===== src/rtl/lbcf_pkg.sv =====
`timescale 1ns / 1ps

package lbcf_pkg;

    localparam int CFG_IDX_W  = 2;
    localparam int CFG_DATA_W = 16;

    localparam logic [CFG_IDX_W-1:0] CFG_GAP_TIMEOUT = 2'd0;
    localparam logic [CFG_IDX_W-1:0] CFG_FLASH_LIMIT = 2'd1;

    localparam logic [15:0] GAP_TIMEOUT_RST = 16'd256;
    localparam logic [7:0]  FLASH_LIMIT_RST = 8'd7;
    localparam logic [15:0] GAP_MAX         = 16'hFFFF;

    localparam logic [7:0] EE_FRAME_LEN = 8'h08;
    localparam logic [7:0] EE_TAG_HI    = 8'h45;
    localparam logic [7:0] EE_TAG_LO    = 8'h50;
    localparam logic [7:0] FLASH_CMD    = 8'hEF;

    localparam int HDR_BYTES     = 5;
    localparam int PAYLOAD_START = 5;

    typedef enum logic [2:0] {
        KIND_KICK       = 3'd0,
        KIND_EE_WRITE   = 3'd1,
        KIND_PAGE_LOAD  = 3'd2,
        KIND_PAGE_ERASE = 3'd3,
        KIND_PAGE_WRITE = 3'd4
    } kind_t;

    typedef enum logic [3:0] {
        ST_IDLE,
        ST_CHECK,
        ST_KICK,
        ST_EE,
        ST_RD_LO,
        ST_RD_HI,
        ST_WORD,
        ST_ERASE,
        ST_WRITE
    } state_t;

    typedef struct packed {
        logic  s_ready;
        logic  out_load;
        kind_t out_kind;
        logic  out_last;
        logic  rd_en;
        logic  lo_cap;
        logic  flash_start;
        logic  word_adv;
    } ctl_cmd_t;

    typedef struct packed {
        logic frame_done;
        logic is_ee;
        logic is_flash;
        logic out_free;
        logic word_end;
    } dp_status_t;

endpackage


===== src/rtl/lbcf_ctrl.sv =====
`timescale 1ns / 1ps

module lbcf_ctrl (
    input  logic                  aclk,
    input  logic                  aresetn,
    input  logic                  s_valid,
    input  lbcf_pkg::dp_status_t  st,
    output lbcf_pkg::ctl_cmd_t    cmd
);

    lbcf_pkg::state_t state_reg, state_next;

    always_ff @(posedge aclk) begin
        if (!aresetn) begin
            state_reg <= lbcf_pkg::ST_IDLE;
        end else begin
            state_reg <= state_next;
        end
    end

    always_comb begin
        state_next = state_reg;
        unique case (state_reg)
            lbcf_pkg::ST_IDLE: begin
                if (s_valid) state_next = lbcf_pkg::ST_CHECK;
            end
            lbcf_pkg::ST_CHECK: begin
                state_next = st.frame_done ? lbcf_pkg::ST_KICK : lbcf_pkg::ST_IDLE;
            end
            lbcf_pkg::ST_KICK: begin
                if (st.out_free) begin
                    if (st.is_ee)         state_next = lbcf_pkg::ST_EE;
                    else if (st.is_flash) state_next = lbcf_pkg::ST_RD_LO;
                    else                  state_next = lbcf_pkg::ST_IDLE;
                end
            end
            lbcf_pkg::ST_EE: begin
                if (st.out_free) state_next = lbcf_pkg::ST_IDLE;
            end
            lbcf_pkg::ST_RD_LO: state_next = lbcf_pkg::ST_RD_HI;
            lbcf_pkg::ST_RD_HI: state_next = lbcf_pkg::ST_WORD;
            lbcf_pkg::ST_WORD: begin
                if (st.out_free) begin
                    state_next = st.word_end ? lbcf_pkg::ST_ERASE : lbcf_pkg::ST_RD_LO;
                end
            end
            lbcf_pkg::ST_ERASE: begin
                if (st.out_free) state_next = lbcf_pkg::ST_WRITE;
            end
            lbcf_pkg::ST_WRITE: begin
                if (st.out_free) state_next = lbcf_pkg::ST_IDLE;
            end
            default: state_next = lbcf_pkg::ST_IDLE;
        endcase
    end

    always_comb begin
        cmd             = '0;
        cmd.out_kind    = lbcf_pkg::KIND_KICK;
        unique case (state_reg)
            lbcf_pkg::ST_IDLE: begin
                cmd.s_ready = aresetn;
            end
            lbcf_pkg::ST_CHECK: begin
            end
            lbcf_pkg::ST_KICK: begin
                cmd.out_load    = st.out_free;
                cmd.out_kind    = lbcf_pkg::KIND_KICK;
                cmd.out_last    = !(st.is_ee || st.is_flash);
                cmd.flash_start = st.out_free && st.is_flash;
            end
            lbcf_pkg::ST_EE: begin
                cmd.out_load = st.out_free;
                cmd.out_kind = lbcf_pkg::KIND_EE_WRITE;
                cmd.out_last = 1'b1;
            end
            lbcf_pkg::ST_RD_LO: begin
                cmd.rd_en = 1'b1;
            end
            lbcf_pkg::ST_RD_HI: begin
                cmd.rd_en  = 1'b1;
                cmd.lo_cap = 1'b1;
            end
            lbcf_pkg::ST_WORD: begin
                cmd.out_load = st.out_free;
                cmd.out_kind = lbcf_pkg::KIND_PAGE_LOAD;
                cmd.word_adv = st.out_free;
            end
            lbcf_pkg::ST_ERASE: begin
                cmd.out_load = st.out_free;
                cmd.out_kind = lbcf_pkg::KIND_PAGE_ERASE;
            end
            lbcf_pkg::ST_WRITE: begin
                cmd.out_load = st.out_free;
                cmd.out_kind = lbcf_pkg::KIND_PAGE_WRITE;
                cmd.out_last = 1'b1;
            end
            default: begin
            end
        endcase
    end

endmodule


===== src/rtl/lbcf_dp.sv =====
`timescale 1ns / 1ps

module lbcf_dp #(
    parameter int BUF_BYTES  = 48,
    parameter int PAGE_BYTES = 32
) (
    input  logic                              aclk,
    input  logic                              aresetn,
    input  logic                              cfg_we,
    input  logic [lbcf_pkg::CFG_IDX_W-1:0]    cfg_index,
    input  logic [lbcf_pkg::CFG_DATA_W-1:0]   cfg_wdata,
    input  logic                              s_valid,
    input  logic                              s_func,
    input  logic [7:0]                        s_rx_byte,
    input  logic                              m_ready,
    output logic                              m_valid,
    output logic [2:0]                        m_kind,
    output logic [15:0]                       m_address,
    output logic [15:0]                       m_data,
    output logic                              m_last,
    input  lbcf_pkg::ctl_cmd_t                cmd,
    output lbcf_pkg::dp_status_t              st
);

    localparam int FL_LEN  = lbcf_pkg::PAYLOAD_START + PAGE_BYTES;
    localparam int FL_END  = lbcf_pkg::PAYLOAD_START + 2 * (PAGE_BYTES / 2);
    localparam int PTR_MAX = (BUF_BYTES > FL_LEN) ? BUF_BYTES : FL_LEN;
    localparam int PTR_W   = $clog2(PTR_MAX + 1);
    localparam int IDX_W   = $clog2(BUF_BYTES);

    logic [15:0]      gap_timeout_reg;
    logic [7:0]       flash_limit_reg;
    logic [PTR_W-1:0] wp_reg, wp_next;
    logic [15:0]      gap_reg, gap_next;
    logic             done_reg, done_next;
    logic             ee_reg, ee_next;
    logic             fl_reg, fl_next;
    logic [7:0]       hdr_reg [lbcf_pkg::HDR_BYTES];
    logic [7:0]       mem [BUF_BYTES];
    logic [7:0]       rd_data_reg;
    logic [7:0]       lo_reg;
    logic [PTR_W-1:0] rd_ptr_reg;
    logic [15:0]      addr_reg;
    logic             m_valid_reg, m_valid_next;
    logic [2:0]       m_kind_reg;
    logic [15:0]      m_address_reg;
    logic [15:0]      m_data_reg;
    logic             m_last_reg;

    logic             s_fire, byte_fire, tick_fire, wr_en;
    logic [PTR_W-1:0] wp_inc;
    logic [7:0]       b0;
    logic             complete, ee_hit, fl_hit;
    logic [15:0]      gap_inc;
    logic [15:0]      base;
    logic             out_free;
    logic [15:0]      out_addr, out_data;

    assign s_fire    = s_valid && cmd.s_ready;
    assign byte_fire = s_fire && !s_func;
    assign tick_fire = s_fire && s_func;
    assign wr_en     = byte_fire && (wp_reg < PTR_W'(BUF_BYTES));
    assign wp_inc    = (wp_reg < PTR_W'(BUF_BYTES)) ? wp_reg + PTR_W'(1) : wp_reg;
    assign b0        = (wp_reg == '0) ? s_rx_byte : hdr_reg[0];
    assign complete  = (wp_inc != '0) && (8'(wp_inc) == b0);
    assign ee_hit    = complete && (wp_inc == PTR_W'(lbcf_pkg::EE_FRAME_LEN))
                       && (hdr_reg[1] == lbcf_pkg::EE_TAG_HI)
                       && (hdr_reg[2] == lbcf_pkg::EE_TAG_LO);
    assign fl_hit    = complete && (wp_inc == PTR_W'(FL_LEN))
                       && (hdr_reg[1] == lbcf_pkg::FLASH_CMD)
                       && (hdr_reg[4] < flash_limit_reg);
    assign gap_inc   = (gap_reg == lbcf_pkg::GAP_MAX) ? gap_reg : gap_reg + 16'd1;
    assign base      = {hdr_reg[4], hdr_reg[3]};
    assign out_free  = !m_valid_reg || m_ready;

    always_ff @(posedge aclk) begin
        if (!aresetn) begin
            gap_timeout_reg <= lbcf_pkg::GAP_TIMEOUT_RST;
            flash_limit_reg <= lbcf_pkg::FLASH_LIMIT_RST;
        end else if (cfg_we) begin
            unique case (cfg_index)
                lbcf_pkg::CFG_GAP_TIMEOUT: gap_timeout_reg <= cfg_wdata;
                lbcf_pkg::CFG_FLASH_LIMIT: flash_limit_reg <= cfg_wdata[7:0];
                default: begin
                end
            endcase
        end
    end

    always_comb begin
        wp_next   = wp_reg;
        gap_next  = gap_reg;
        done_next = done_reg;
        ee_next   = ee_reg;
        fl_next   = fl_reg;
        if (byte_fire) begin
            wp_next   = complete ? '0 : wp_inc;
            gap_next  = '0;
            done_next = complete;
            ee_next   = ee_hit;
            fl_next   = fl_hit;
        end else if (tick_fire) begin
            gap_next  = gap_inc;
            if (wp_reg != '0 && gap_inc >= gap_timeout_reg) wp_next = '0;
            done_next = 1'b0;
            ee_next   = 1'b0;
            fl_next   = 1'b0;
        end
    end

    always_ff @(posedge aclk) begin
        if (!aresetn) begin
            wp_reg   <= '0;
            gap_reg  <= '0;
            done_reg <= 1'b0;
            ee_reg   <= 1'b0;
            fl_reg   <= 1'b0;
        end else begin
            wp_reg   <= wp_next;
            gap_reg  <= gap_next;
            done_reg <= done_next;
            ee_reg   <= ee_next;
            fl_reg   <= fl_next;
        end
    end

    // Keep the header bytes in flops for the decode
    always_ff @(posedge aclk) begin
        if (wr_en && wp_reg < PTR_W'(lbcf_pkg::HDR_BYTES)) begin
            hdr_reg[wp_reg[2:0]] <= s_rx_byte;
        end
    end

    always_ff @(posedge aclk) begin
        if (wr_en) begin
            mem[wp_reg[IDX_W-1:0]] <= s_rx_byte;
        end
        if (cmd.rd_en) begin
            rd_data_reg <= mem[rd_ptr_reg[IDX_W-1:0]];
        end
    end

    always_ff @(posedge aclk) begin
        if (cmd.lo_cap) lo_reg <= rd_data_reg;
        if (cmd.flash_start) begin
            rd_ptr_reg <= PTR_W'(lbcf_pkg::PAYLOAD_START);
            addr_reg   <= base;
        end else begin
            if (cmd.rd_en)    rd_ptr_reg <= rd_ptr_reg + PTR_W'(1);
            if (cmd.word_adv) addr_reg   <= addr_reg + 16'd2;
        end
    end

    always_comb begin
        out_addr = '0;
        out_data = '0;
        case (cmd.out_kind)
            lbcf_pkg::KIND_EE_WRITE: begin
                out_addr = {8'd0, hdr_reg[3]};
                out_data = {8'd0, hdr_reg[4]};
            end
            lbcf_pkg::KIND_PAGE_LOAD: begin
                out_addr = addr_reg;
                out_data = {rd_data_reg, lo_reg};
            end
            lbcf_pkg::KIND_PAGE_ERASE, lbcf_pkg::KIND_PAGE_WRITE: begin
                out_addr = base;
            end
            default: begin
            end
        endcase
    end

    always_comb begin
        m_valid_next = m_valid_reg;
        if (cmd.out_load)  m_valid_next = 1'b1;
        else if (m_ready)  m_valid_next = 1'b0;
    end

    always_ff @(posedge aclk) begin
        if (!aresetn) begin
            m_valid_reg <= 1'b0;
        end else begin
            m_valid_reg <= m_valid_next;
        end
    end

    always_ff @(posedge aclk) begin
        if (cmd.out_load) begin
            m_kind_reg    <= cmd.out_kind;
            m_address_reg <= out_addr;
            m_data_reg    <= out_data;
            m_last_reg    <= cmd.out_last;
        end
    end

    assign m_valid   = m_valid_reg;
    assign m_kind    = m_kind_reg;
    assign m_address = m_address_reg;
    assign m_data    = m_data_reg;
    assign m_last    = m_last_reg;

    assign st.frame_done = done_reg;
    assign st.is_ee      = ee_reg;
    assign st.is_flash   = fl_reg;
    assign st.out_free   = out_free;
    assign st.word_end   = (rd_ptr_reg == PTR_W'(FL_END));

`ifndef SYNTHESIS
    a_load_free: assert property (@(posedge aclk) disable iff (!aresetn)
        cmd.out_load |-> out_free)
        else $error("result loaded over a pending item");
    a_done_clears: assert property (@(posedge aclk) disable iff (!aresetn)
        (byte_fire && complete) |=> (wp_reg == '0))
        else $error("write pointer not cleared after a complete frame");
    a_tick_no_done: assert property (@(posedge aclk) disable iff (!aresetn)
        tick_fire |=> !done_reg && !ee_reg && !fl_reg)
        else $error("tick flagged a frame");
    a_wp_bound: assert property (@(posedge aclk) disable iff (!aresetn)
        wp_reg <= PTR_W'(BUF_BYTES))
        else $error("write pointer beyond buffer");
    a_cmd_excl: assert property (@(posedge aclk) disable iff (!aresetn)
        done_reg |-> !(ee_reg && fl_reg))
        else $error("frame decoded as two commands");
`endif

endmodule


===== src/rtl/length_prefixed_boot_command_framer_core.sv =====
`timescale 1ns / 1ps

// Channel   Direction  Handshake          Payload
// s_        in         s_valid / s_ready  s_func, s_rx_byte
// m_        out        m_valid / m_ready  m_kind, m_address, m_data, m_last
// cfg_      in         cfg_we             cfg_index, cfg_wdata
//
// A tick or a byte that completes no frame goes from ST_CHECK back to ST_IDLE.
// A kick-only frame steps through ST_CHECK and ST_KICK, an EEPROM frame adds ST_EE;
// a flash frame adds ST_RD_LO, ST_RD_HI, ST_WORD per page word, then ST_ERASE and
// ST_WRITE; the frame buffer's single read port needs two reads per page word.
// Reset is synchronous and active low; the frame buffer is not cleared.
// A stalled m_ready holds the sequencer; s_ready is high only between items.

module length_prefixed_boot_command_framer_core #(
    parameter int BUF_BYTES  = 48,
    parameter int PAGE_BYTES = 32
) (
    input  logic                              aclk,
    input  logic                              aresetn,
    input  logic                              cfg_we,
    input  logic [lbcf_pkg::CFG_IDX_W-1:0]    cfg_index,
    input  logic [lbcf_pkg::CFG_DATA_W-1:0]   cfg_wdata,
    input  logic                              s_valid,
    output logic                              s_ready,
    input  logic                              s_func,
    input  logic [7:0]                        s_rx_byte,
    output logic                              m_valid,
    input  logic                              m_ready,
    output logic [2:0]                        m_kind,
    output logic [15:0]                       m_address,
    output logic [15:0]                       m_data,
    output logic                              m_last
);

    lbcf_pkg::ctl_cmd_t   cmd;
    lbcf_pkg::dp_status_t st;

    lbcf_ctrl u_ctrl (
        .aclk    (aclk),
        .aresetn (aresetn),
        .s_valid (s_valid),
        .st      (st),
        .cmd     (cmd)
    );

    lbcf_dp #(
        .BUF_BYTES  (BUF_BYTES),
        .PAGE_BYTES (PAGE_BYTES)
    ) u_dp (
        .aclk      (aclk),
        .aresetn   (aresetn),
        .cfg_we    (cfg_we),
        .cfg_index (cfg_index),
        .cfg_wdata (cfg_wdata),
        .s_valid   (s_valid),
        .s_func    (s_func),
        .s_rx_byte (s_rx_byte),
        .m_ready   (m_ready),
        .m_valid   (m_valid),
        .m_kind    (m_kind),
        .m_address (m_address),
        .m_data    (m_data),
        .m_last    (m_last),
        .cmd       (cmd),
        .st        (st)
    );

    assign s_ready = cmd.s_ready;

endmodule

===== config.mk =====
export PLATFORM = sky130hd
export DESIGN_NAME = length_prefixed_boot_command_framer_core
export DESIGN_NICKNAME = d
export VERILOG_FILES = /design/src/rtl/lbcf_pkg.sv /design/src/rtl/lbcf_ctrl.sv /design/src/rtl/lbcf_dp.sv /design/src/rtl/length_prefixed_boot_command_framer_core.sv
export SDC_FILE = /design/constraint.sdc
export NUM_CORES = 1
export LEC_CHECK = 0
export ABC_AREA = 0
export BUFFER_PORTS_ARGS = -buffer_cell sky130_fd_sc_hd__buf_4
export CAP_MARGIN = 30
export CORE_AREA = 2 2 294 180
export CTS_CLUSTER_DIAMETER = 30
export DETAILED_ROUTE_END_ITERATION = 8
export DIE_AREA = 0 0 296 182
export HOLD_SLACK_MARGIN = 0.03
export PLACE_DENSITY = 0.6
export SYNTH_ARGS = -nofsm -noshare
export SYNTH_HDL_FRONTEND = slang
export SYNTH_SLANG_ARGS = --single-unit
export TNS_END_PERCENT = 20

===== constraint.sdc =====
create_clock -name aclk -period 6.8 [get_ports aclk]
set_clock_uncertainty 0.2 [all_clocks]
set_input_delay 0 -clock aclk [delete_from_list [all_inputs] [get_ports aclk]]
set_output_delay 0 -clock aclk [all_outputs]
set_load 0.03 [all_outputs]

==> results of run 1 <==
-- tightest hold or removal path, cell delays in order --
cell	delay, ns
dlygate4sd3_1	0.53
buf_4	0.12
mux2i_1	0.06
nor2b_1	0.09
-- cell type report --
| cell class | instances | share of cell area [%] |
|---|---|---|
| sequential | 552 | 59.1 |
| multi-input combinational | 694 | 23.4 |
| clock buffer | 79 | 6.88 |
| timing repair buffer | 147 | 4.71 |
| tap | 703 | 3.25 |
| clock inverter | 52 | 2.16 |
| inverter | 31 | 0.430 |
-- per-layer routing --
layer	up-vias	share of wire (%)	track usage (%)	wire length [um]
li1	5646	-	-	-
met4	0	1.7	4.91	937
met2	529	40	27.1	22200
met5	-	0	0	0
met3	77	8.8	5.43	4840
met1	6593	49	34.5	27000
-- what timing repair did --
| action | 4_1_cts | 5_1_grt |
|---|---|---|
| buffers inserted | 0 | 0 |
| hold buffers | 63 | 0 |
| endpoints found under the hold margin | 504 | 0 |
-- synth_stat cells, types with 10 or more instances --
cell type | n | area, um^2
edfxtp_1 | 492 | 14800
mux4_2 | 120 | 2700
nand2_1 | 109 | 409
nor2_1 | 89 | 334
dfxtp_1 | 60 | 1200
clkbuf_1 | 46 | 173
o21ai_0 | 36 | 180
inv_1 | 31 | 116
ha_1 | 29 | 363
a22o_1 | 27 | 236
nand3_1 | 25 | 125
xnor2_1 | 21 | 184
a21oi_1 | 19 | 95.1
a21boi_0 | 18 | 135
mux2i_1 | 17 | 170
and2_1 | 16 | 100
and3_1 | 15 | 93.8
nor2b_1 | 13 | 81.3
nand4_1 | 11 | 68.8
a21o_1 | 10 | 75.1
buf_1 | 10 | 37.5
buf_2 | 10 | 50.1
xor2_1 | 10 | 87.6
-- power groups by stage --
stage          clock network [mW]  logic (mW)  registers (mW)
2_1_floorplan                   0      0.0905            3.77
3_3_place_gp                    0       0.179            3.78
3_5_place_dp                    0       0.183            3.78
4_1_cts                      3.88       0.208            3.70
5_1_grt                      4.03       0.228            3.70
6_report                     3.81       0.209            3.71
-- cells by family after synthesis --
logic type	Yosys count	share of synthesized area, %
AOI/OAI and AO/OA	167	5.27
muxes	139	12.7
DFF	552	70.3
buffers and inverters	101	1.82
xor gates and xnor gates	31	1.20
adders and majority gates	29	1.60
and+or+nand+nor	328	7.02
-- stage by stage --
stage               setup slack [ns]  hold slack, ns  std cells
finish                          2.69          0.0623       2258
global route                    2.37          0.0990       2258
global placement                2.90          0.0403       2062
floorplan                       3.38          -0.101       1347
detailed placement              2.67          0.0528       2063
CTS                             2.65          0.0549       2257
-- how the worst max path moves through the flow --
stage,cells past startpoint,startpoint,to
final,6,u_ctrl.state_reg[0],u_dp.mem[23][6]
after global routing,6,u_ctrl.state_reg[0],u_dp.mem[22][0]
after CTS,6,u_ctrl.state_reg[0],u_dp.hdr_reg[4][3]
after detailed placement,6,u_ctrl.state_reg[0],u_dp.hdr_reg[4][1]
after floorplan,14,u_dp.gap_reg[2],u_dp.wp_reg[0]
after global placement,6,u_ctrl.state_reg[0],u_dp.mem[41][0]
==> impl_metrics.csv, run 1 <==
group,metric,value,unit
status,status,"complete, no violations",
hold_path,hold_path.class,"in -> reg",
synthesis,synthArstFlopShare,0,%
critical_path,r2r-start,"u_ctrl.state_reg[0]",
detailed_routing,via_count,12800,
critical_path,rrSetupSlack,2.69,ns
clocking,cts.sinks,552,
synthesis,yosysWarnings,0,
critical_path,critical_path.max_fanout,14,
critical_path,cp-start-kind,"flop",
timing,hold_viol,0,
detailed_routing,routed_wl,55.0,mm
synthesis,yosysUniqueCellTypes,71,
global_route,grt_overflow,0,
timing,setup_tns,0,ns
clocking,clockBufferDepth,3,
floorplanning,io_pins,70,
detailed_routing,drc,0,
critical_path,cp.arrival,4.11,ns
detailed_routing,drtIter0Drc,1393,
cells_and_area,syn2layout_area_growth,19.0,%
clocking,clkTransAtPathRegs,0.06,ns
critical_path,timing_worst_setup_path_type,"reg -> reg",
global_route,antenna_found_initial,2,
timing,period_share,60.4,%
cells_and_area,nets,1559,
clocking,cts_tree,"yes",
job,maxCapViolCount,0,
critical_path,critPathSlowestCell,"nor2_1",
timing,setup_viol,0,
power,swShare,21.7,%
hold_path,hp-start,"cfg_wdata[3]",
timing,worst_pin_slew,1.03,ns
floorplanning,rows,65,
critical_path,crit_chain,"nor4_1 -> and2_1 -> nand2_1 -> nor4_1 -> nand3_1 -> nor2_1",
place,routabilityCongestion,0.834,
critical_path,r2r_cells,6,
clocking,insertion_delay,0.58,ns
cells_and_area,multiInputGateArea,0.00634,mm^2
critical_path,cp_common_cell,"nor4_1",
critical_path,cp_top_family,"simple AND/OR/NAND/NOR gates",
place,port_buffers,69,
timing,rsz0062_at_grt,"no",
global_route,grt_pass1_vias,12600,
cells_and_area,final_cell_mix,"edfxtp_1, mux4_2, nand2_1, nor2_1, buf_4",
power,pwr-share-clk,49.3,%
clocking,cts_root_buffer,"clkbuf_16",
clocking,post_cts_resized,0,
global_route,grt_max_degree,66,
power,seq_power_share,48.0,%
floorplanning,dieArea,0.0539,mm^2
timing,slew_headroom,31.1,%
power,power.leakage,9.15,nW
cells_and_area,largest_reg_flops,384,
global_route,grt_first_pass_wirelength,82.2,mm
place,dp.final_hpwl,34.1,mm
cells_and_area,seq_area,0.0160,mm^2
synthesis,yosysSeqAreaShare,70.3,%
synthesis,syn_inst,1347,
cells_and_area,fin_util,52.4,%
timing,fmax,0.243,GHz
cells_and_area,final_area,0.0270,mm^2
critical_path,max_stage_delay,0.85,ns
synthesis,synth_fp_nets,1408,
synthesis,yosys_most_used_dff,"edfxtp_1",
synthesis,synth_edf_count,492,
cells_and_area,drive_above_1_share,22.6,%
power,p_comb_share,2.7,%
cells_and_area,final_common_cell,"edfxtp_1",
synthesis,syn_area,0.0227,mm^2
clocking,htreeDepth,3,
timing,slew_viol_final,0,
hold_path,min_to,"u_dp.flash_limit_reg[3]",
power,power.density,286,mW/mm^2
detailed_routing,ant_nets,0,
critical_path,critPathRequiredTime,6.81,ns
floorplanning,core_area,0.0516,mm^2
cells_and_area,diodes,0,
power,total_power,7.72,mW
power,cell_internal_pwr,6.05,mW
hold_path,min_path_cells,4,
detailed_routing,wire_per_inst,24.4,um
critical_path,cp_num_buf_inv,0,
power,peakVddDrop,0.250,mV
detailed_routing,dr.pass1.iters,7,
synthesis,synth_area_per_cell,16.9,um^2
floorplanning,die_w,296,um
critical_path,end_kind,"flop",
floorplanning,die_y,182,um
synthesis,ys_seq_elements,552,
power,p_switching,1.68,mW
floorplanning,initial_utilization,44.0,%
timing,timing.final.crit_period,4.11,ns
critical_path,timing.rr.end,"u_dp.mem[23][6]",
global_route,gr-usage-all-layers,20.9,%
detailed_routing,post_drt_via_cell_ratio,5.69,
place,dpl_cell_area,0.0240,mm^2
clocking,cts_buffers,72,
cells_and_area,n_fill_cell,4152,
No activity file was read; power rests on OpenSTA's default activity.
==> inputs of run 2 (changes only) <==
==> constraint.sdc (replaced) <==
create_clock -name aclk -period 4.2 [get_ports aclk]
set_clock_uncertainty 0.2 [all_clocks]
set_input_delay 0 -clock aclk [delete_from_list [all_inputs] [get_ports aclk]]
set_output_delay 0 -clock aclk [all_outputs]
set_load 0.03 [all_outputs]
==> run 2 against run 1 <==
Wire length grew 0.37%. Flip-flop and latch count unchanged. Sequential share of layout area down 1.5 points. Setup slack worse by 2.3 ns. Die area unchanged. Critical endpoint is now u_dp.wp_reg[4]. Largest power group unchanged.
==> impl_metrics.csv, run 2 (synthesis gave the netlist of run 1 again) <==
group,metric,value,unit
clocking,post_cts_resized,0,
clocking,clockBufferDepth,3,
cells_and_area,final_area,0.0277,mm^2
floorplanning,initial_utilization,44.0,%
cells_and_area,diodes,0,
floorplanning,io_pins,70,
floorplanning,die_w,296,um
floorplanning,rows,65,
timing,slew_headroom,32.9,%
power,power.leakage,9.56,nW
critical_path,cp.arrival,4.15,ns
clocking,clkTransAtPathRegs,0.05,ns
critical_path,path_depth,11,
cells_and_area,largest_reg_flops,384,
job,maxCapViolCount,0,
global_route,antenna_found_initial,1,
place,dp.final_hpwl,35.1,mm
global_route,gr-usage-all-layers,21.0,%
floorplanning,die_y,182,um
clocking,cts_tree,"yes",
critical_path,cp-start-kind,"flop",
critical_path,cp_num_buf_inv,0,
power,peakVddDrop,0.387,mV
cells_and_area,final_cell_mix,"edfxtp_1, buf_4, mux4_2, nand2_1, nor2_1",
global_route,grt_first_pass_wirelength,82.9,mm
critical_path,endpoint,"u_dp.wp_reg[4]",
critical_path,critPathSlowestCell,"o211ai_1",
critical_path,crit_chain,"and3_1 -> and4_1 -> nand2_1 -> and2_0 -> a31oi_1 -> ha_1 -> a21o_1 -> a221oi_1 -> o2111ai_1 -> o211ai_1 -> o2bb2ai_1",
critical_path,cp_top_family,"compound AO/OA/AOI/OAI gates",
power,power.density,457,mW/mm^2
clocking,cts_root_buffer,"clkbuf_16",
critical_path,r2r-start,"u_dp.gap_reg[2]",
cells_and_area,drive_above_1_share,25.5,%
status,status,"complete, no violations",
place,port_buffers,69,
detailed_routing,ant_nets,0,
detailed_routing,drtIter0Drc,1460,
timing,period_share,91.7,%
timing,setup_viol,0,
global_route,grt_overflow,0,
floorplanning,dieArea,0.0539,mm^2
detailed_routing,dr.pass1.iters,8,
timing,hold_viol,0,
critical_path,critical_path.max_fanout,8,
timing,worst_pin_slew,1.00,ns
critical_path,timing_worst_setup_path_type,"reg -> reg",
clocking,htreeDepth,3,
critical_path,r2r_cells,11,
critical_path,end_kind,"flop",
place,dpl_cell_area,0.0244,mm^2
clocking,insertion_delay,0.60,ns
cells_and_area,nets,1632,
timing,slew_viol_final,0,
global_route,grt_pass1_vias,12900,
detailed_routing,post_drt_via_cell_ratio,5.57,
floorplanning,core_area,0.0516,mm^2
detailed_routing,drc,0,
detailed_routing,wire_per_inst,23.6,um
place,place_inst,2119,
critical_path,critPathRequiredTime,4.50,ns
cells_and_area,syn2layout_area_growth,22.1,%
critical_path,timing.rr.end,"u_dp.wp_reg[4]",
detailed_routing,via_count,13000,
timing,timing.final.crit_period,3.85,ns
timing,rsz0062_at_grt,"no",
critical_path,cp-startpoint,"u_dp.gap_reg[2]",
critical_path,rrSetupSlack,0.35,ns
detailed_routing,routed_wl,55.2,mm
cells_and_area,fin_cells,2338,
cells_and_area,final_common_cell,"edfxtp_1",
timing,setup_tns,0,ns
clocking,cts_buffers,76,
hold_path,hold_path.class,"in -> reg",
timing,fmax,0.260,GHz
critical_path,max_stage_delay,0.43,ns
clocking,cts.sinks,552,
global_route,grt_max_degree,55,
place,routabilityCongestion,0.832,
[run 2: changes by cell type in the layout (fill, tap and decap cells not counted), sizes merged]
cell	change
buf	+58
bufinv	-3
clkbuf	+2
clkinv	+9
clkinvlp	+4
dlygate4sd3	+12
inv	-2
[run 2: repair_timing]
item	in CTS	in global routing
hold buffers	75	0
buffers inserted	0	0
hold endpoints to repair	503	0
setup endpoints to repair	0	0
[run 2: power by group]
part	total (mW)	internal, mW	switching [mW]
Clock	6.34	3.74	2.60
Combinational	0.350	0.138	0.212
Sequential	6.00	5.98	0.0149
[run 2: how the worst min path moves through the flow]
stage	start	endpoint	slack (ns)	cells after the start
2_1_floorplan	s_rx_byte[0]	u_dp.hdr_reg[0][0]	-0.10	0
3_3_place_gp	cfg_wdata[8]	u_dp.gap_timeout_reg[8]	0.04	3
3_5_place_dp	cfg_wdata[8]	u_dp.gap_timeout_reg[8]	0.05	3
4_1_cts	cfg_wdata[1]	u_dp.gap_timeout_reg[1]	0.06	4
5_1_grt	cfg_wdata[0]	u_dp.gap_timeout_reg[0]	0.09	4
6_report	cfg_wdata[1]	u_dp.gap_timeout_reg[1]	0.07	4
[run 2: final cells by class]
type                            count  area (um^2)
Inverter                           31          116
Multi-Input combinational cell    694         6340
Clock buffer                       82         1990
Clock inverter                     60          574
Fill cell                        4125        23800
Tap cell                          703          880
Sequential cell                   552        16000
Timing Repair Buffer              216         1850
[run 2: worst register-to-register path, stage by stage (launching register included)]
cell,delay (ns)
dfxtp_1,0.41
and3_1,0.32
and4_1,0.36
nand2_1,0.25
and2_0,0.35
a31oi_1,0.32
ha_1,0.30
a21o_1,0.16
a221oi_1,0.33
o2111ai_1,0.17
o211ai_1,0.43
o2bb2ai_1,0.17
[run 2: metrics by stage]
step	hold WS, ns	power [mW]	setup WS, ns	util, %
final	0.0736	12.7	0.348	53.8
after global routing	0.0878	13.1	0.0271	53.8
after CTS	0.0552	12.8	0.397	53.7
after detailed placement	0.0476	6.41	0.439	47.3
after global placement	0.0365	6.40	0.547	47.3
after floorplan	-0.101	6.25	0.777	-
[run 2: metal layers]
layer	share of wire (%)	routed length, um	up-vias	global-route usage, %
met3	9.8	5410	79	6.36
met4	1.8	1010	0	4.73
met1	48	26500	6641	33.9
met2	40	22300	530	27.3
li1	-	-	5775	-
met5	0	0	-	0
==> inputs of run 3 (changes only) <==
--- a/config.mk
+++ b/config.mk
@@ -6,14 +6,15 @@
 export NUM_CORES = 1
 export LEC_CHECK = 0
 export ABC_AREA = 0
-export BUFFER_PORTS_ARGS = -buffer_cell sky130_fd_sc_hd__buf_4
 export CAP_MARGIN = 30
-export CORE_AREA = 2 2 294 180
+export CORE_AREA = 4 4 296 182
 export CTS_CLUSTER_DIAMETER = 30
+export CTS_CLUSTER_SIZE = 16
 export DETAILED_ROUTE_END_ITERATION = 8
-export DIE_AREA = 0 0 296 182
+export DIE_AREA = 0 0 300 186
+export DONT_BUFFER_PORTS = 1
 export HOLD_SLACK_MARGIN = 0.03
-export PLACE_DENSITY = 0.6
+export PLACE_DENSITY = 0.59
 export SYNTH_ARGS = -nofsm -noshare
 export SYNTH_HDL_FRONTEND = slang
 export SYNTH_SLANG_ARGS = --single-unit
==> run 3 against run 2 <==
Critical path depth up 1. Via count down 1.4%. Setup slack better by 0.047 ns. Register-to-register slack better by 0.05 ns. Combinational power about the same. Critical path type unchanged.
==> impl_metrics.csv, run 3 (synthesis gave the netlist of run 1 again) <==
group,metric,value,unit
clocking,cts_buffers,77,
critical_path,cp-start-kind,"flop",
clocking,cts_tree,"yes",
global_route,grt_max_degree,55,
critical_path,cp.arrival,4.10,ns
cells_and_area,seq_area,0.0160,mm^2
global_route,grt_overflow,0,
critical_path,end_kind,"flop",
detailed_routing,dr.pass1.iters,5,
critical_path,critical_path.max_fanout,8,
global_route,grt_first_pass_wirelength,82.0,mm
clocking,htreeDepth,3,
cells_and_area,nets,1571,
detailed_routing,drc,0,
power,peakVddDrop,0.298,mV
cells_and_area,drive_above_1_share,23.2,%
critical_path,critPathRequiredTime,4.49,ns
detailed_routing,wl_met2,22.4,mm
cells_and_area,n_fill_cell,4020,
detailed_routing,wire_per_inst,24.3,um
place,port_buffers,0,
power,power.leakage,9.42,nW
clocking,clockBufferDepth,3,
detailed_routing,ant_nets,0,
clocking,cts_root_buffer,"clkbuf_16",
hold_path,hold_path.class,"in -> reg",
clocking,insertion_delay,0.59,ns
timing,setup_tns,0,ns
clocking,clkTransAtPathRegs,0.05,ns
cells_and_area,syn2layout_area_growth,21.6,%
detailed_routing,wl_met1,26.9,mm
timing,setup_viol,0,
floorplanning,die_w,300,um
critical_path,max_stage_delay,0.41,ns
cells_and_area,largest_reg_flops,384,
cells_and_area,multiInputGateArea,0.00634,mm^2
power,power.density,480,mW/mm^2
floorplanning,io_pins,70,
cells_and_area,final_cell_mix,"edfxtp_1, mux4_2, nand2_1, nor2_1, clkbuf_16",
status,status,"complete, no violations",
clocking,post_cts_resized,0,
timing,period_share,90.6,%
clocking,cts.sinks,552,
global_route,gr-usage-all-layers,20.0,%
critical_path,timing_worst_setup_path_type,"reg -> reg",
cells_and_area,final_common_cell,"edfxtp_1",
critical_path,cp_num_buf_inv,1,
place,dp.final_hpwl,34.4,mm
floorplanning,die_y,186,um
critical_path,cp_top_family,"compound AO/OA/AOI/OAI gates",
global_route,antenna_found_initial,3,
timing,slew_headroom,36.7,%
detailed_routing,routed_wl,55.0,mm
detailed_routing,via_count,12800,
global_route,grt_pass1_vias,12500,
timing,rsz0062_at_grt,"no",
floorplanning,initial_utilization,44.7,%
job,maxCapViolCount,0,
detailed_routing,post_drt_via_cell_ratio,5.67,
timing,fmax,0.263,GHz
timing,slew_viol_final,0,
place,pre_cts_ws,0.350,ns
critical_path,critPathSlowestCell,"dfxtp_1",
detailed_routing,drtIter0Drc,1380,
place,routabilityCongestion,0.848,
floorplanning,dieArea,0.0558,mm^2
floorplanning,core_area,0.0508,mm^2
timing,timing.final.crit_period,3.81,ns
floorplanning,rows,64,
timing,fin_ws,0.395,ns
critical_path,crit_chain,"and3_1 -> and4_1 -> nand2_1 -> and2_0 -> a31oi_1 -> ha_1 -> a21o_1 -> a221oi_1 -> o2111ai_1 -> o211ai_1 -> buf_4 -> o2bb2ai_1",
detailed_routing,top_layer_used,"met4",
timing,worst_pin_slew,0.948,ns
timing,hold_viol,0,
detailed_routing,route.met3.wl,4.80,mm
-- run 3: final cells by class --
class	instances	area share (%)
inverters	31	0.421
well taps	693	3.14
repair buffers	154	5.57
diodes	1	0.00906
multi-input cells	694	23.0
clock buffers	87	7.34
flip-flops and latches	552	57.9
clock inverters	53	2.69
-- run 3: what timing repair did --
item / CTS / global route
setup endpoints to repair: 0 / 6
hold buffers: 73 / 0
buffers inserted: 0 / 1
endpoints found under the hold margin: 727 / 0
-- run 3: worst min-delay path: stages --
cell and delay [ns]:
and3_1 0.15, nor4_1 0.05, a21boi_1 0.18, nand4bb_2 0.24, or4_4 0.15, o41ai_2 0.06
-- run 3: worst paths after layout --
kind,depth (start not counted),endpoint,from,slack (ns)
hold / removal,6,u_dp.ee_reg,s_rx_byte[3],0.10
hold reg to reg,0,u_dp.lo_reg[7],u_dp.rd_data_reg[7],0.24
setup / recovery,12,u_dp.wp_reg[5],u_dp.gap_reg[2],0.39
setup reg to reg,12,u_dp.wp_reg[5],u_dp.gap_reg[2],0.39
-- run 3: routing by layer --
layer  vias up  track usage [%]
met2       537             26.9
met4         0             4.49
li1       5666                -
met1      6572             32.5
met5         -                0
met3        73             4.88
-- run 3: power by group --
part	switching [mW]	internal, mW	total (mW)
clock	2.50	4.40	6.91
combinational	0.212	0.136	0.349
sequential	0.0140	5.98	6.00
total	2.73	10.5	13.2
-- run 3: per-stage QoR --
step	power [mW]	hold WS, ns	cell area, um^2	util, %	std cells
global route	13.7	0.145	27600	54.4	2264
finish	13.2	0.104	27600	54.4	2265
floorplan	6.25	-0.101	22700	-	1347
detailed placement	6.29	-0.128	23900	47.1	2049
CTS	13.4	0.0609	27600	54.3	2262
global placement	6.29	-0.131	23900	47.1	2049
